File: src/rtl/c2pi_pkg.sv
// ---------------------------------------------------------------------------
// c2pi_pkg
// Constants, types and register helpers of the chunky-to-planar converter.
// ---------------------------------------------------------------------------
package c2pi_pkg;

  localparam int MAX_WIDTH    = 4096;
  localparam int PLANES       = 4;
  localparam int HEIGHT_LIMIT = 4096;

  localparam int LANES      = 8;
  localparam int LANE_IDX_W = $clog2(LANES);
  localparam int PIX_W      = 4;
  localparam int OUT_PLANES = 4;
  localparam int BYTE_W     = 8;
  localparam int OFF_W      = 23;
  localparam int CFG_W      = 13;

  localparam int COL_W    = $clog2((MAX_WIDTH + 7) / 8);
  localparam int ROW_W    = $clog2(HEIGHT_LIMIT);
  localparam int GRP_W    = $clog2((MAX_WIDTH + 7) / 8 + 1);
  localparam int STRIDE_W = $clog2(PLANES * ((MAX_WIDTH + 15) / 16) * 2 + 1);

  localparam int IN_TDATA_W  = LANES * PIX_W;
  localparam int OUT_TDATA_W = ((OUT_PLANES * BYTE_W + OFF_W + 7) / 8) * 8;
  localparam int OUT_TUSER_W = 2;

  localparam int CFG_DATA_W = 32;
  localparam int CFG_ADDR_W = 3;

  // Register index, taken from the word address.
  localparam logic REG_WIDTH  = 1'b0;
  localparam logic REG_HEIGHT = 1'b1;

  localparam logic [CFG_W-1:0] WIDTH_RESET  = CFG_W'(320);
  localparam logic [CFG_W-1:0] HEIGHT_RESET = CFG_W'(200);

  // Per-item control produced by the sequencer.
  typedef struct packed {
    logic [OFF_W-1:0] offset;
    logic [OFF_W-1:0] pad_offset;
    logic             pad;
    logic             row_end;
    logic             img_end;
  } item_ctrl_t;

  typedef struct packed {
    logic [OUT_PLANES-1:0][BYTE_W-1:0] planes;
    item_ctrl_t                        ctrl;
  } queue_entry_t;

  // Width clamped to 1..MAX_WIDTH.
  function automatic logic [CFG_W-1:0] eff_width(input logic [CFG_W-1:0] v);
    logic [CFG_W-1:0] w;
    w = v;
    if (v == '0) w = CFG_W'(1);
    if (v > CFG_W'(MAX_WIDTH)) w = CFG_W'(MAX_WIDTH);
    return w;
  endfunction

  // Height clamped to 1..HEIGHT_LIMIT.
  function automatic logic [CFG_W-1:0] eff_height(input logic [CFG_W-1:0] v);
    logic [CFG_W-1:0] h;
    h = v;
    if (v == '0) h = CFG_W'(1);
    if (v > CFG_W'(HEIGHT_LIMIT)) h = CFG_W'(HEIGHT_LIMIT);
    return h;
  endfunction

  // Eight-pixel groups in one row.
  function automatic logic [GRP_W-1:0] groups_of(input logic [CFG_W-1:0] w);
    logic [CFG_W:0] s;
    s = {1'b0, w} + (CFG_W + 1)'(7);
    return GRP_W'(s >> 3);
  endfunction

  // Body bytes of one image row: all planes, each padded to a word.
  function automatic logic [STRIDE_W-1:0] stride_of(input logic [CFG_W-1:0] w);
    logic [CFG_W:0] s;
    s = {1'b0, w} + (CFG_W + 1)'(15);
    return STRIDE_W'((s >> 4) * (2 * PLANES));
  endfunction

endpackage

File: src/rtl/c2pi_lane.sv
// ---------------------------------------------------------------------------
// c2pi_lane
// One pixel lane: masks pixels beyond the image width and unused planes.
// ---------------------------------------------------------------------------
module c2pi_lane (
  input  logic [c2pi_pkg::PIX_W-1:0]      pixel,
  input  logic [c2pi_pkg::LANE_IDX_W-1:0] lane_idx,
  input  logic [c2pi_pkg::COL_W-1:0]      col_group,
  input  logic [c2pi_pkg::CFG_W-1:0]      eff_w,
  output logic [c2pi_pkg::OUT_PLANES-1:0] bits
);

  logic [c2pi_pkg::CFG_W+c2pi_pkg::COL_W-1:0] xpos;
  logic                                       in_image;

  // Pixel column of this lane, compared against the image width.
  assign xpos     = (c2pi_pkg::CFG_W + c2pi_pkg::COL_W)'({col_group, lane_idx});
  assign in_image = xpos < (c2pi_pkg::CFG_W + c2pi_pkg::COL_W)'(eff_w);

  // Bit p of the pixel feeds plane p; planes beyond the plane count read zero.
  always_comb begin
    bits = '0;
    for (int p = 0; p < c2pi_pkg::OUT_PLANES; p++) begin
      if (p < c2pi_pkg::PLANES && p < c2pi_pkg::PIX_W) begin
        bits[p] = in_image & pixel[p];
      end
    end
  end

endmodule

File: src/rtl/c2pi_seq.sv
// ---------------------------------------------------------------------------
// c2pi_seq
// Configuration registers and the column, row and row-base counters.
// ---------------------------------------------------------------------------
module c2pi_seq (
  input  logic                             clk,
  input  logic                             rst_n,
  // Register port
  input  logic                             psel,
  input  logic                             penable,
  input  logic                             pwrite,
  input  logic [c2pi_pkg::CFG_ADDR_W-1:0]  paddr,
  input  logic [c2pi_pkg::CFG_DATA_W-1:0]  pwdata,
  output logic [c2pi_pkg::CFG_DATA_W-1:0]  prdata,
  // Item control
  input  logic                             accept,
  output logic [c2pi_pkg::COL_W-1:0]       col_group,
  output logic [c2pi_pkg::CFG_W-1:0]       eff_w,
  output c2pi_pkg::item_ctrl_t             ctrl
);

  logic [c2pi_pkg::CFG_W-1:0]    width_r, height_r;
  logic [c2pi_pkg::CFG_W-1:0]    eff_w_r, eff_h_r;
  logic [c2pi_pkg::GRP_W-1:0]    groups_r;
  logic [c2pi_pkg::STRIDE_W-1:0] stride_r;

  logic [c2pi_pkg::COL_W-1:0] col_r, col_nxt;
  logic [c2pi_pkg::ROW_W-1:0] row_r, row_nxt;
  logic [c2pi_pkg::OFF_W-1:0] base_r, base_nxt;

  logic                       wr_en;
  logic                       reg_sel;
  logic [c2pi_pkg::CFG_W-1:0] wval;
  logic [c2pi_pkg::GRP_W-1:0] col_inc;
  logic [c2pi_pkg::CFG_W-1:0] row_inc;
  logic                       row_end, img_end;

  assign wr_en   = psel & penable & pwrite;
  assign reg_sel = paddr[2];
  assign wval    = pwdata[c2pi_pkg::CFG_W-1:0];

  // Register writes; derived limits are worked out from the written value.
  always_ff @(posedge clk) begin
    if (!rst_n) begin
      width_r  <= c2pi_pkg::WIDTH_RESET;
      height_r <= c2pi_pkg::HEIGHT_RESET;
      eff_w_r  <= c2pi_pkg::eff_width(c2pi_pkg::WIDTH_RESET);
      groups_r <= c2pi_pkg::groups_of(c2pi_pkg::eff_width(c2pi_pkg::WIDTH_RESET));
      stride_r <= c2pi_pkg::stride_of(c2pi_pkg::eff_width(c2pi_pkg::WIDTH_RESET));
      eff_h_r  <= c2pi_pkg::eff_height(c2pi_pkg::HEIGHT_RESET);
    end else if (wr_en) begin
      case (reg_sel)
        c2pi_pkg::REG_WIDTH: begin
          width_r  <= wval;
          eff_w_r  <= c2pi_pkg::eff_width(wval);
          groups_r <= c2pi_pkg::groups_of(c2pi_pkg::eff_width(wval));
          stride_r <= c2pi_pkg::stride_of(c2pi_pkg::eff_width(wval));
        end
        c2pi_pkg::REG_HEIGHT: begin
          height_r <= wval;
          eff_h_r  <= c2pi_pkg::eff_height(wval);
        end
        default: begin
        end
      endcase
    end
  end

  // Register read-back.
  always_comb begin
    case (reg_sel)
      c2pi_pkg::REG_WIDTH:  prdata = c2pi_pkg::CFG_DATA_W'(width_r);
      c2pi_pkg::REG_HEIGHT: prdata = c2pi_pkg::CFG_DATA_W'(height_r);
      default:              prdata = '0;
    endcase
  end

  // Row and image end detection for the current item.
  assign col_inc = c2pi_pkg::GRP_W'(col_r) + c2pi_pkg::GRP_W'(1);
  assign row_inc = c2pi_pkg::CFG_W'(row_r) + c2pi_pkg::CFG_W'(1);
  assign row_end = col_inc >= groups_r;
  assign img_end = row_end & (row_inc >= eff_h_r);

  always_comb begin
    ctrl.offset     = base_r + c2pi_pkg::OFF_W'(col_r);
    ctrl.pad_offset = base_r + c2pi_pkg::OFF_W'(groups_r);
    ctrl.pad        = row_end & groups_r[0];
    ctrl.row_end    = row_end;
    ctrl.img_end    = img_end;
  end

  assign col_group = col_r;
  assign eff_w     = eff_w_r;

  // Counter advance on each accepted item.
  always_comb begin
    col_nxt  = col_r;
    row_nxt  = row_r;
    base_nxt = base_r;
    if (accept) begin
      if (row_end) begin
        col_nxt = '0;
        if (img_end) begin
          row_nxt  = '0;
          base_nxt = '0;
        end else begin
          row_nxt  = row_inc[c2pi_pkg::ROW_W-1:0];
          base_nxt = base_r + c2pi_pkg::OFF_W'(stride_r);
        end
      end else begin
        col_nxt = col_inc[c2pi_pkg::COL_W-1:0];
      end
    end
  end

  always_ff @(posedge clk) begin
    if (!rst_n) begin
      col_r  <= '0;
      row_r  <= '0;
      base_r <= '0;
    end else begin
      col_r  <= col_nxt;
      row_r  <= row_nxt;
      base_r <= base_nxt;
    end
  end

endmodule

File: src/rtl/c2pi_merge.sv
// ---------------------------------------------------------------------------
// c2pi_merge
// Gathers lane bits into plane bytes and queues results, adding row pads.
// ---------------------------------------------------------------------------
module c2pi_merge (
  input  logic                                                   clk,
  input  logic                                                   rst_n,
  input  logic                                                   push,
  output logic                                                   in_ready,
  input  logic [c2pi_pkg::LANES-1:0][c2pi_pkg::OUT_PLANES-1:0]   lane_bits,
  input  c2pi_pkg::item_ctrl_t                                   ctrl,
  output logic                                                   out_tvalid,
  input  logic                                                   out_tready,
  output logic [c2pi_pkg::OUT_TDATA_W-1:0]                       out_tdata,
  output logic                                                   out_tlast,
  output logic [c2pi_pkg::OUT_TUSER_W-1:0]                       out_tuser
);

  c2pi_pkg::queue_entry_t entry_r [2];
  c2pi_pkg::queue_entry_t new_entry, head;

  logic       wr_ptr_r, rd_ptr_r;
  logic [1:0] count_r, count_nxt;
  logic       phase_r, phase_nxt;
  logic       out_fire, pop;
  logic [c2pi_pkg::OUT_PLANES-1:0][c2pi_pkg::BYTE_W-1:0] res_planes;
  logic [c2pi_pkg::OFF_W-1:0] res_offset;

  // Lane b supplies bit 7-b of every plane byte.
  always_comb begin
    new_entry.planes = '0;
    for (int b = 0; b < c2pi_pkg::LANES; b++) begin
      for (int p = 0; p < c2pi_pkg::OUT_PLANES; p++) begin
        new_entry.planes[p][c2pi_pkg::LANES-1-b] = lane_bits[b][p];
      end
    end
    new_entry.ctrl = ctrl;
  end

  // Two-entry item queue; an entry with a pad gives two results.
  always_ff @(posedge clk) begin
    if (push) begin
      entry_r[wr_ptr_r] <= new_entry;
    end
  end

  assign head       = entry_r[rd_ptr_r];
  assign in_ready   = (count_r != 2'd2);
  assign out_tvalid = (count_r != 2'd0);
  assign out_fire   = out_tvalid & out_tready;
  assign pop        = out_fire & (~head.ctrl.pad | phase_r);

  always_comb begin
    count_nxt = count_r + {1'b0, push} - {1'b0, pop};
    phase_nxt = phase_r;
    if (out_fire) begin
      phase_nxt = head.ctrl.pad & ~phase_r;
    end
  end

  always_ff @(posedge clk) begin
    if (!rst_n) begin
      wr_ptr_r <= 1'b0;
      rd_ptr_r <= 1'b0;
      count_r  <= '0;
      phase_r  <= 1'b0;
    end else begin
      if (push) wr_ptr_r <= ~wr_ptr_r;
      if (pop)  rd_ptr_r <= ~rd_ptr_r;
      count_r <= count_nxt;
      phase_r <= phase_nxt;
    end
  end

  // Result selection: the group's bytes first, then the zero pad byte.
  always_comb begin
    if (phase_r) begin
      res_planes   = '0;
      res_offset   = head.ctrl.pad_offset;
      out_tlast    = 1'b1;
      out_tuser[0] = 1'b1;
      out_tuser[1] = head.ctrl.img_end;
    end else begin
      res_planes   = head.planes;
      res_offset   = head.ctrl.offset;
      out_tlast    = ~head.ctrl.pad;
      out_tuser[0] = head.ctrl.row_end & ~head.ctrl.pad;
      out_tuser[1] = head.ctrl.img_end & ~head.ctrl.pad;
    end
  end

  assign out_tdata = c2pi_pkg::OUT_TDATA_W'({res_offset, res_planes});

endmodule

File: src/rtl/chunky_to_planar_interleaved.sv
// ---------------------------------------------------------------------------
// chunky_to_planar_interleaved
// Splits eight-pixel groups into bitplane bytes with interleaved body offsets.
// ---------------------------------------------------------------------------
//  Channel  Kind            Contents
//  in_*     stream in       eight 4-bit pixels, one group per item
//  out_*    stream out      four plane bytes and body offset, row/image flags
//  cfg_*    register port   image width (0x0), image height (0x4)
//
// One item is accepted per cycle while the result queue has room; it is
// registered into the queue before its result is offered. A row with an
// odd group count ends with a pad result, sent after the group's result.
// Reset is synchronous: counters return to the first pixel of the image.
// The queue holds two items, so input stays ready while one result waits.
// ---------------------------------------------------------------------------
module chunky_to_planar_interleaved (
  input  logic                               clk,
  input  logic                               rst_n,
  // pixel0 [3:0], pixel1 [7:4], ... pixel7 [31:28]
  input  logic [c2pi_pkg::IN_TDATA_W-1:0]    in_tdata,
  input  logic                               in_tvalid,
  output logic                               in_tready,
  // plane0_byte [7:0], plane1_byte, plane2_byte, plane3_byte, body_offset [54:32]
  output logic [c2pi_pkg::OUT_TDATA_W-1:0]   out_tdata,
  // end_of_row [0], end_of_image [1]
  output logic [c2pi_pkg::OUT_TUSER_W-1:0]   out_tuser,
  output logic                               out_tlast,
  output logic                               out_tvalid,
  input  logic                               out_tready,
  input  logic                               cfg_psel,
  input  logic                               cfg_penable,
  input  logic                               cfg_pwrite,
  input  logic [c2pi_pkg::CFG_ADDR_W-1:0]    cfg_paddr,
  input  logic [c2pi_pkg::CFG_DATA_W-1:0]    cfg_pwdata,
  output logic [c2pi_pkg::CFG_DATA_W-1:0]    cfg_prdata,
  output logic                               cfg_pready
);

  logic                        accept;
  logic [c2pi_pkg::COL_W-1:0]  col_group;
  logic [c2pi_pkg::CFG_W-1:0]  eff_w;
  c2pi_pkg::item_ctrl_t        ctrl;
  logic [c2pi_pkg::LANES-1:0][c2pi_pkg::OUT_PLANES-1:0] lane_bits;

  assign cfg_pready = 1'b1;
  assign accept     = in_tvalid & in_tready;

  // Counters and registers.
  c2pi_seq u_seq (
    .clk       (clk),
    .rst_n     (rst_n),
    .psel      (cfg_psel),
    .penable   (cfg_penable),
    .pwrite    (cfg_pwrite),
    .paddr     (cfg_paddr),
    .pwdata    (cfg_pwdata),
    .prdata    (cfg_prdata),
    .accept    (accept),
    .col_group (col_group),
    .eff_w     (eff_w),
    .ctrl      (ctrl)
  );

  // One lane per pixel of the group.
  for (genvar i = 0; i < c2pi_pkg::LANES; i++) begin : g_lane
    c2pi_lane u_lane (
      .pixel     (in_tdata[i*c2pi_pkg::PIX_W +: c2pi_pkg::PIX_W]),
      .lane_idx  (c2pi_pkg::LANE_IDX_W'(i)),
      .col_group (col_group),
      .eff_w     (eff_w),
      .bits      (lane_bits[i])
    );
  end

  // Plane byte assembly and result queue.
  c2pi_merge u_merge (
    .clk        (clk),
    .rst_n      (rst_n),
    .push       (accept),
    .in_ready   (in_tready),
    .lane_bits  (lane_bits),
    .ctrl       (ctrl),
    .out_tvalid (out_tvalid),
    .out_tready (out_tready),
    .out_tdata  (out_tdata),
    .out_tlast  (out_tlast),
    .out_tuser  (out_tuser)
  );

endmodule

File: config.mk
export PLATFORM = sky130hd
export DESIGN_NAME = chunky_to_planar_interleaved
export DESIGN_NICKNAME = d
export VERILOG_FILES = /design/src/rtl/c2pi_pkg.sv /design/src/rtl/c2pi_lane.sv /design/src/rtl/c2pi_seq.sv /design/src/rtl/c2pi_merge.sv /design/src/rtl/chunky_to_planar_interleaved.sv
export SDC_FILE = /design/constraint.sdc
export NUM_CORES = 1
export LEC_CHECK = 0
export ABC_AREA = 0
export BUFFER_PORTS_ARGS = -buffer_cell sky130_fd_sc_hd__buf_4
export CAP_MARGIN = 10
export CORE_ASPECT_RATIO = 1.75
export CORE_UTILIZATION = 50
export DETAILED_ROUTE_END_ITERATION = 10
export GPL_TIMING_DRIVEN = 0
export HOLD_SLACK_MARGIN = 0.02
export PLACE_DENSITY = 0.82
export SYNTH_ARGS = -nofsm -noshare
export SYNTH_HDL_FRONTEND = slang
export SYNTH_SLANG_ARGS = --single-unit
File: constraint.sdc
create_clock -name clk -period 10.2 [get_ports clk]
set_input_delay 1.02 -clock clk [delete_from_list [all_inputs] [get_ports clk]]
set_output_delay 1.02 -clock clk [all_outputs]
set_load 0.02 [all_outputs]
==> results of run 1 <==
## sequential cells by signal, summed over array words and instances (netlist names), 2 cells and up, named ones only
| register | flops |
|---|---|
| u_seq.width_r | 13 |
| u_seq.base_r | 20 |
| u_merge.count_r | 2 |
| u_seq.eff_w | 13 |
| u_merge.entry_r | 162 |
| u_seq.col_group | 9 |
| u_seq.row_r | 12 |
| u_seq.height_r | 13 |
| u_seq.eff_h_r | 13 |
| u_seq.groups_r | 10 |
| u_seq.stride_r | 9 |
## power breakdown
group	switching, W	internal [W]	total (W)
Sequential	0.0000329	0.00132	0.00135
Clock	0.000420	0.000589	0.00101
Combinational	0.000410	0.000281	0.000691
## cell type report
class                      count  share of cell area [%]
buffer                        93                    2.90
clock buffer                  33                    4.32
clock inverter                12                    1.10
inverter                      51                    1.18
multi-input combinational    867                    36.9
sequential                   280                    44.6
tap                          369                    2.85
timing repair buffer         127                    6.16
## layer usage
layer  GRT usage [%]  vias up
met5               0        -
met4            13.4        0
met3            1.81       96
met2            44.9      332
met1            25.2     4868
li1                -     4856
## worst max path at each step
stage,startpoint,end,cells past startpoint
after floorplan,in_tvalid,u_merge.entry_r[0][0],3
after global placement,in_tvalid,u_merge.entry_r[0][6],4
after detailed placement,u_seq.col_group[0],u_seq.base_r[17],13
after CTS,u_seq.col_group[0],u_seq.base_r[17],13
after global routing,u_seq.col_group[0],u_seq.base_r[6],13
final,u_seq.col_group[0],u_seq.base_r[17],13
## cell families after synthesis
family | Yosys count
simple gates | 414
flops | 280
compound gates | 228
buf+inv | 144
mux | 73
xor+xnor | 71
fa+ha+maj | 60
other cells | 2
## worst max-delay path: stages, from the launching register on
cell	delay, ns
dfxtp_1	0.50
ha_1	0.29
and3_1	0.27
and3_1	0.28
nand3_1	0.11
xnor2_1	0.21
ha_1	0.34
and4_1	0.21
o211ai_1	0.14
a21oi_4	0.31
o21ai_2	0.17
nor2_1	0.37
clkbuf_1	0.54
a22o_1	0.25
## through the flow
stage | worst slack [ns] | instances
floorplan | 5.03 | 1291
global route | 5.95 | 1832
finish | 6.13 | 1832
detailed placement | 6.17 | 1787
global placement | 3.11 | 1784
CTS | 6.15 | 1832
## synth_stat cells (all sizes together), types with 12 or more instances
| cell type | n |
|---|---|
| a21oi | 95 |
| a22o | 14 |
| and2 | 29 |
| buf | 44 |
| clkbuf | 49 |
| dfxtp | 118 |
| edfxtp | 162 |
| ha | 59 |
| inv | 51 |
| mux2 | 14 |
| mux2i | 36 |
| mux4 | 23 |
| nand2 | 126 |
| nand2b | 12 |
| nand3 | 22 |
| nor2 | 117 |
| nor2b | 16 |
| nor3 | 35 |
| o21a | 15 |
| o21ai | 28 |
| or3 | 15 |
| xnor2 | 30 |
| xor2 | 41 |
==> results.ini, run 1 <==
[status]
status=finished clean

[placement]
placed_area_mm2=0.0153
gp_congestion=0.888
place_hpwl_um=24900
io_buffers=124

[critical_path]
crit_path_max_fanout=10
reg2regPathDepth=13
start_kind=flip-flop
cp.arrival_ns=4.56
r2r_setup_slack_ns=6.13
worstPathRequired_ns=10.69
reg2reg_from=u_seq.col_group[0]
worstReg2RegEnd=u_seq.base_r[17]
worstSetupEndpointType=flip-flop
critical_path_class=flip-flop to flip-flop

[synthesis]
yosys-top-cells-area=edfxtp_1 (35%), dfxtp_1 (17%), ha_1 (5.4%)
postSynthCellCount=1272
synthFlopType=edfxtp_1
ys_types=68
ys_ff_latch=280
syn_avg_cell_area_um2=10.8
yosys.area_share.adder_pct=5.50
synth_top_area_share_pct=35.3
synth_compound_area_share_pct=10.8
yosys.area.top_type=edfxtp_1
muxShareOfSynthArea_pct=7.52
yosys.area_share.xor_xnor_pct=4.51
synth-edff-count=162
synth-simple-area-share_pct=14.4
yosys_warnings=0
synth_top_family_by_area=simple AND/OR/NAND/NOR gates
postSynth.asyncResetShare_pct=0
ys_seq_area_share_pct=52.4
netlist_area_mm2=0.0138

[grt]
globalRouteOverflowTotal=0
grt_pass1_vias=10300
grt_max_degree=54
track_usage_pct=23.6
grt_pass1_wl_um=52300
antenna_found_initial=0

[sta]
rsz0062_at_grt=false
finalSetupTns_ns=0
skew_ns=0.0247
max_clock_freq_ghz=0.245
setup_viol=0
tightest_slew_ns=1.03
post-route-period-util_pct=40.0
hold_viol=0
maxSlewViolCount=0
fin_hold_ws_ns=0.458
slew_headroom_pct=30.5
fin_crit_ns=4.07

[final_layout]
final_layout_size_suffix_gt1_share_pct=17.6
mostFrequentLayoutCell=edfxtp_1
n_fill_cell=2137
area_delta_synth_final_pct=17.6
utilization_pct=59.7
fin_area_mm2=0.0162
mostFrequentLayoutCells=edfxtp_1 (162), buf_4 (148), nand2_1 (126), dfxtp_1 (118), nor2_1 (116)
fin_nets=1579
multi_input_area_mm2=0.00598
layout.area.seq_mm2=0.00723
antenna_cells=0

[power_and_ir_drop]
power_w=0.00305
p_leak_nw=6.43
vdd_drop_max_v=0.000160
power_density_mw_per_mm2=188

[clock_tree]
cts_root_buf=clkbuf_16
cts.clk_slew.worst_paths_ns=0.07
cts_setup_buffers=0
clockBufferDepth=3
cts.sinks=280
cts_buffers=25
cts_resized=0
clock_latency_ns=0.55
hold_buffers=0
cts_max_level=1
cts_tree=built

[worst_hold_path]
hold_path_class=flip-flop to flip-flop
min_path_cells=2
worstHoldEndpoint=u_seq.eff_h_r[4]
hold_start=u_seq.eff_h_r[4]

[die]
rows=80
fp.dieH_um=222
core-area_mm2=0.0271
start_util_pct=50.8
die-area_mm2=0.0283
die_x_um=127
num_io_pins=168

[routing]
drc=0
drt_pre_antenna_iters=5
post_drt_wl_per_cell_um=18.1
dr_total_vias=10200
ant_nets=0
drt_iter0_markers=567
drt-total-wl_um=33200
viasPerCell=5.54
met3RoutedLength_um=1310
m1WireLength_um=11900
met2_length_um=18100
top_layer=met4

[flow_run]
maxCapViolations=0

Note: power is estimated with default switching activity, not from simulation.
==> run 2: changes to the inputs <==
Settings changed: ABC_AREA 0 to 1.
Clock period 10.2 ns to 3.9 ns, I/O delays scaled along.
==> results.ini, run 2 <==
[final_layout]
fin_area_mm2=0.0162  ; about the same
reg_top3=u_merge.entry_r: 162 flops, u_seq.base_r: 20 flops  ; unchanged
largest_reg_flops=162  ; unchanged
antenna_cells=0  ; unchanged
top_register=u_merge.entry_r  ; unchanged
utilization_pct=59.5  ; was 59.7%
mostFrequentLayoutCells=nor2_1 (247), nand2_1 (246), inv_1 (183), edfxtp_1 (162), o21ai_0 (156)  ; was edfxtp_1 (162), buf_4 (148), nand2_1 (126), dfxtp_1 (118), nor2_1 (116)
area_delta_synth_final_pct=17.4  ; was 17.6%
mostFrequentLayoutCell=nor2_1  ; was edfxtp_1
final_layout_size_suffix_gt1_share_pct=12.9  ; was 17.6%
fin_nets=1895  ; was 1579

[sta]
skew_ns=0.0228  ; was 0.0247 ns
fin_crit_ns=3.41  ; was 4.07 ns
setup_viol=0  ; unchanged
hold_viol=0  ; unchanged
tightest_slew_ns=1.20  ; was 1.03 ns
max_clock_freq_ghz=0.293  ; was 0.245 GHz
slew_headroom_pct=19.2  ; was 30.5%
post-route-period-util_pct=87.4  ; was 40.0%
maxSlewViolCount=0  ; unchanged
rsz0062_at_grt=false  ; unchanged

[clock_tree]
cts.clk_slew.worst_paths_ns=0.07  ; about the same
hold_buffers=0  ; unchanged
cts.sinks=280  ; unchanged
cts_root_buf=clkbuf_16  ; unchanged
cts_tree=built  ; unchanged
clockBufferDepth=3  ; unchanged
cts_buffers=25  ; unchanged
cts_max_level=1  ; unchanged
clock_latency_ns=0.55  ; about the same

[synthesis]
ys_ff_latch=280  ; unchanged
synth-simple-area-share_pct=17.8  ; was 14.4%
yosys.area.top_type=edfxtp_1  ; unchanged
yosys_warnings=0  ; unchanged
syn_avg_cell_area_um2=8.70  ; was 10.8 um2
muxShareOfSynthArea_pct=0  ; was 7.52%
yosys.area_share.adder_pct=5.50  ; about the same
synth_compound_area_share_pct=13.0  ; was 10.8%
synth_top_family_by_area=simple AND/OR/NAND/NOR gates  ; unchanged
synth_most_common_cell=nor2_1  ; was edfxtp_1
yosys-top-cells-area=edfxtp_1 (35%), dfxtp_1 (17%), nor2_1 (6.8%)  ; was edfxtp_1 (35%), dfxtp_1 (17%), ha_1 (5.4%)
synth_common_cells=nor2_1 (249), nand2_1 (246), inv_1 (183)  ; was edfxtp_1 (162), nand2_1 (126), dfxtp_1 (118)
yosys.area_share.xor_xnor_pct=3.18  ; was 4.51%
ys_seq_area_share_pct=52.4  ; about the same
postSynthCellCount=1586  ; was 1272
netlist_area_mm2=0.0138  ; about the same
synth-edff-count=162  ; unchanged
postSynth.asyncResetShare_pct=0  ; unchanged
synth_top_area_share_pct=35.3  ; about the same
ys_types=45  ; was 68
synthFlopType=edfxtp_1  ; unchanged

[status]
status=finished clean  ; unchanged

[power_and_ir_drop]
pwr-share-seq_pct=42.9  ; was 44.3%
vdd_drop_max_v=0.000451  ; was 0.000160 V
netSwitchingFraction_pct=32.3  ; was 28.3%
p_clk_share_pct=30.2  ; was 33.1%
p_switching_w=0.00268  ; was 0.000863 W
p_comb_share_pct=26.9  ; was 22.7%
power_density_mw_per_mm2=512  ; was 188 mW/mm2
p_leak_nw=7.13  ; was 6.43 nW
p_int_w=0.00561  ; was 0.00219 W

[placement]
io_buffers=123  ; was 124
gp_congestion=0.992  ; was 0.888
placed_area_mm2=0.0153  ; about the same
place_hpwl_um=28200  ; was 24900 um

[die]
core-area_mm2=0.0272  ; was 0.0271 mm2
num_io_pins=168  ; unchanged
rows=80  ; unchanged
start_util_pct=50.7  ; was 50.8%
die-area_mm2=0.0283  ; about the same
die_x_um=128  ; was 127 um
fp.dieH_um=222  ; about the same

[grt]
antenna_found_initial=0  ; unchanged
track_usage_pct=26.6  ; was 23.6%
globalRouteOverflowTotal=0  ; unchanged
grt_max_degree=35  ; was 54
grt_pass1_vias=11700  ; was 10300
grt_pass1_wl_um=58900  ; was 52300 um

[critical_path]
worstReg2RegEnd=u_seq.row_r[11]  ; was u_seq.base_r[17]
cp.arrival_ns=3.87  ; was 4.56 ns
r2r_setup_slack_ns=0.49  ; was 6.13 ns
worstSetupEndpointType=flip-flop  ; unchanged
worstPathRequired_ns=4.36  ; was 10.69 ns
endpoint=u_seq.row_r[11]  ; was u_seq.base_r[17]
start_kind=flip-flop  ; unchanged
crit_path_max_fanout=10  ; unchanged
critPathLaunch=u_seq.row_r[0]  ; was u_seq.col_group[0]
critical_path_class=flip-flop to flip-flop  ; unchanged
reg2reg_from=u_seq.row_r[0]  ; was u_seq.col_group[0]
reg2regPathDepth=20  ; was 13

[worst_hold_path]
min_path_cells=3  ; was 2
hold_path_class=primary input to flip-flop  ; was flip-flop to flip-flop

[routing]
post_drt_wl_per_cell_um=17.4  ; was 18.1 um
drt-total-wl_um=37400  ; was 33200 um
drt_iter0_markers=871  ; was 567
drc=0  ; unchanged
viasPerCell=5.40  ; was 5.54
drt_pre_antenna_iters=8  ; was 5
dr_total_vias=11600  ; was 10200
ant_nets=0  ; unchanged

[flow_run]
maxCapViolations=0  ; unchanged

-- run 2: cell count changes after synthesis, moves of 22 or more --
| cell | previous run | this run |
|---|---|---|
| inv_1 | 51 | 183 |
| nor3_1 | 34 | 11 |
| nand2_1 | 126 | 246 |
| o22ai_1 | 8 | 30 |
| xnor2_1 | 30 | 8 |
| o21ai_0 | 27 | 156 |
| mux4_2 | 23 | 0 |
| mux2i_1 | 36 | 0 |
| nor2_1 | 117 | 249 |
| and2_1 | 29 | 0 |
-- run 2: power by group through the flow --
stage	Combinational (W)	Sequential, W	Clock [W]
final	0.00222	0.00356	0.00250
after global routing	0.00239	0.00358	0.00262
after CTS	0.00223	0.00355	0.00251
after detailed placement	0.00221	0.00362	0
after global placement	0.00213	0.00363	0
after floorplan	0.00129	0.00360	0
-- run 2: final cells by class --
type	instances	area, um2
buffer	82	410
clock buffer	28	637
clock inverter	18	188
fill	2367	11000
inverter	188	706
multi-input combinational	1055	5540
sequential	280	7230
tap	369	462
timing repair buffer	129	1020
-- run 2: per-layer routing --
metal / global-route usage (%) / part of all wire, %
met1: 26.9 / 35
met2: 49.8 / 53
met3: 2.51 / 4.6
met4: 19.8 / 7.7
met5: 0 / 0
-- run 2: how the worst min path moves through the flow --
stage,startpoint,slack (ns),endpoint
after detailed placement,u_merge.rd_ptr_r,0.45,u_merge.rd_ptr_r
after global routing,cfg_pwdata[2],0.12,u_seq.width_r[2]
after global placement,u_merge.rd_ptr_r,0.44,u_merge.rd_ptr_r
final,cfg_pwdata[2],0.11,u_seq.height_r[2]
after floorplan,u_merge.rd_ptr_r,0.43,flip-flop
after CTS,cfg_pwdata[2],0.10,u_seq.height_r[2]
-- run 2: critical path, stage by stage (launching register included) --
cell     delay, ns
dfxtp_1       0.40
ha_1          0.19
nand2_1       0.05
inv_1         0.10
nand4_1       0.13
nor2_1        0.17
nand4_1       0.12
or2_2         0.31
nand2_1       0.09
inv_1         0.05
ha_1          0.31
nand2_1       0.08
inv_1         0.04
nor2_1        0.06
o21ai_0       0.09
a21oi_1       0.13
nand3_1       0.29
nor2_4        0.24
nand2_1       0.09
buf_2         0.22
o22ai_1       0.17
-- run 2: timing repair --
action	4_1_cts	5_1_grt
setup endpoints to repair	0	10
hold endpoints to repair	0	0
buffers inserted	0	2
resized for setup	0	1
-- run 2: stage by stage --
stage	std cells	hold WS (ns)	setup WS, ns	total power (W)	setup TNS, ns
2_1_floorplan	1605	0.426	0.433	0.00488	0
3_3_place_gp	2097	0.439	-0.706	0.00576	-110.19
3_5_place_dp	2101	0.449	0.284	0.00583	0
4_1_cts	2147	0.102	0.265	0.00829	0
5_1_grt	2149	0.117	0.0735	0.00859	0
6_report	2149	0.114	0.490	0.00828	0
-- run 2: cells by family after synthesis --
logic type                 after synthesis
AOI/OAI and AO/OA                      331
xor gates and xnor gates                50
adders and majority gates               60
buffers and inverters                  270
DFF                                    280
other                                    2
and+or+nand+nor                        593
==> run 3: changes to the inputs <==
Settings changed: CAP_MARGIN 10 to not set, CTS_BUF_LIST set to sky130_fd_sc_hd__clkbuf_2.
==> results.ini, run 3 (same netlist as run 2, synthesis figures left out) <==
[clock_tree]
cts.clk_slew.worst_paths_ns=0.14  ; was 0.07 ns
clock_latency_ns=1.03  ; was 0.55 ns
cts_max_level=2  ; was 1
cts_tree=built  ; unchanged
cts_buffers=59  ; was 25
clockBufferDepth=3  ; unchanged
cts.sinks=280  ; unchanged
cts_root_buf=clkbuf_2  ; was clkbuf_16

[critical_path]
worstReg2RegEnd=u_seq.row_r[11]  ; unchanged
crit_chain=inv_1 > clkbuf_1 > clkbuf_1 > o21ai_0 > o22ai_1 > buf_4  ; was ha_1 > nand2_1 > inv_1 > nand4_1 > nor2_1 > nand4_1 > or2_2 > nand2_1 > inv_1 > ha_1 > nand2_1 > inv_1 > nor2_1 > o21ai_0 > a21oi_1 > nand3_1 > nor2_4 > nand2_1 > buf_2 > o22ai_1
critical_path_class=flip-flop to output port  ; was flip-flop to flip-flop
cp.arrival_ns=3.11  ; was 3.87 ns
slowest_stage=clkbuf_1  ; was dfxtp_1
crit_buf_inv=4  ; unchanged
reg2regPathDepth=20  ; unchanged
cp_slowest_stage_delay_ns=0.51  ; was 0.40 ns
start_kind=flip-flop  ; unchanged
critPathLaunch=u_merge.phase_r  ; was u_seq.row_r[0]
r2r_setup_slack_ns=0.47  ; was 0.49 ns
worstSetupEndpointType=output port  ; was flip-flop
crit_path_max_fanout=10  ; unchanged
worstPathRequired_ns=3.51  ; was 4.36 ns
reg2reg_from=u_seq.row_r[0]  ; unchanged
path_delay_family=buffers and inverters  ; was simple AND/OR/NAND/NOR gates
cpMostUsedCell=clkbuf_1  ; was nand2_1

[worst_hold_path]
hold_path_class=primary input to flip-flop  ; unchanged
hold_start=in_tdata[6]  ; was cfg_pwdata[2]
worstHoldEndpoint=u_merge.entry_r[1][71]  ; was u_seq.height_r[2]
min_path_cells=4  ; was 3

[routing]
drt_pre_antenna_iters=8  ; unchanged
post_drt_wl_per_cell_um=17.0  ; was 17.4 um
viasPerCell=5.37  ; was 5.40
drc=0  ; unchanged
drt_iter0_markers=829  ; was 871
drt-total-wl_um=38600  ; was 37400 um
dr_total_vias=12200  ; was 11600
ant_nets=0  ; unchanged

[placement]
io_buffers=123  ; unchanged
gp_congestion=0.992  ; unchanged
place_hpwl_um=28200  ; unchanged

[sta]
setup_viol=0  ; unchanged
rsz0062_at_grt=false  ; unchanged
tightest_slew_ns=1.25  ; was 1.20 ns
skew_ns=0.130  ; was 0.0228 ns
hold_viol=0  ; unchanged
max_clock_freq_ghz=0.286  ; was 0.293 GHz
maxSlewViolCount=0  ; unchanged
fin_hold_ws_ns=0.257  ; was 0.114 ns
slew_headroom_pct=15.6  ; was 19.2%
fin_crit_ns=3.50  ; was 3.41 ns
post-route-period-util_pct=89.7  ; was 87.4%

[grt]
track_usage_pct=27.5  ; was 26.6%
grt_pass1_wl_um=60300  ; was 58900 um
grt_max_degree=35  ; unchanged
antenna_found_initial=1  ; was 0
globalRouteOverflowTotal=0  ; unchanged
grt_pass1_vias=12100  ; was 11700

[final_layout]
fin_nets=1980  ; was 1895
mostFrequentLayoutCell=nor2_1  ; unchanged
multi_input_area_mm2=0.00554  ; unchanged
top_register=u_merge.entry_r  ; unchanged
reg_top3=u_merge.entry_r: 162 flops, u_seq.base_r: 20 flops  ; unchanged
final_layout_size_suffix_gt1_share_pct=15.0  ; was 12.9%
area_delta_synth_final_pct=19.5  ; was 17.4%
largest_reg_flops=162  ; unchanged
layout.area.seq_mm2=0.00723  ; unchanged
n_fill_cell=2313  ; was 2367
mostFrequentLayoutCells=nor2_1 (247), nand2_1 (246), inv_1 (183), edfxtp_1 (162), o21ai_0 (156)  ; unchanged

[die]
fp.dieH_um=222  ; unchanged
die-area_mm2=0.0283  ; unchanged
die_x_um=128  ; unchanged
num_io_pins=168  ; unchanged
start_util_pct=50.7  ; unchanged
rows=80  ; unchanged
core-area_mm2=0.0272  ; unchanged

[power_and_ir_drop]
power_w=0.00776  ; was 0.00828 W
pwr-share-seq_pct=45.8  ; was 42.9%
p_int_w=0.00496  ; was 0.00561 W
p_switching_w=0.00280  ; was 0.00268 W
netSwitchingFraction_pct=36.1  ; was 32.3%
p_comb_share_pct=29.4  ; was 26.9%
p_leak_nw=7.38  ; was 7.13 nW
power_density_mw_per_mm2=471  ; was 512 mW/mm2
vdd_drop_max_v=0.000268  ; was 0.000451 V
p_clk_share_pct=24.8  ; was 30.2%

[status]
status=finished clean  ; unchanged

[flow_run]
maxCapViolations=0  ; unchanged

==> run 3: changes by cell type in the layout (fill, tap and decap cells not counted), sizes merged <==
cell         delta
clkbuf         +50
dlygate4sd3    +51
diode           +1
clkinv         +19
clkinvlp        -3
bufinv          -1
==> run 3: final cells by class <==
type / instances / area share, %
antenna: 1 / 0.0152
sequential: 280 / 43.9
clock buffer: 78 / 2.37
timing repair buffer: 180 / 9.28
inverter: 188 / 4.28
tap: 369 / 2.80
buffer: 82 / 2.49
clock inverter: 33 / 1.26
multi-input combinational: 1055 / 33.6
==> run 3: power groups by stage <==
stage	combinational [W]	sequential, W	clock [W]
2_1_floorplan	0.00129	0.00360	0
3_3_place_gp	0.00213	0.00363	0
3_5_place_dp	0.00221	0.00362	0
4_1_cts	0.00226	0.00355	0.00193
5_1_grt	0.00245	0.00358	0.00208
6_report	0.00228	0.00356	0.00192
==> run 3: metrics by stage <==
step                area [um2]  setup slack [ns]  std cells  TNS (ns)  utilization (%)
CTS                      16500             0.263       2263         0             60.4
detailed placement       15300             0.284       2101         0             56.4
finish                   16500             0.401       2266         0             60.5
global route             16500            0.0688       2266         0             60.5
floorplan                13900             0.433       1605         0                -
global placement         15300            -0.706       2097   -110.19             56.0
==> run 3: how the worst max path moves through the flow <==
stage	end	cells past startpoint
floorplan	u_merge.entry_r[1][0]	5
global placement	u_merge.entry_r[1][33]	5
detailed placement	u_seq.row_r[11]	20
CTS	u_seq.row_r[11]	20
global route	u_seq.row_r[5]	20
finish	out_tdata[37]	6
==> run 3: worst min-delay path, stage by stage <==
cell,delay (ns)
dlygate4sd3_1,0.53
buf_4,0.10
inv_1,0.03
nor2_1,0.12
==> run 3: timing repair <==
action,4_1_cts,5_1_grt
hold buffers,51,0
buffers inserted,0,2
endpoints found under the setup margin,0,10
endpoints found under the hold margin,136,0
gates resized for setup,0,1
==> run 3: layer usage <==
metal	track usage, %	vias up	part of all wire, %
met5	0	-	0
met4	20.7	0	7.3
met3	3.74	161	5.2
met2	51.2	526	53
met1	26.9	5689	34
li1	-	5799	-
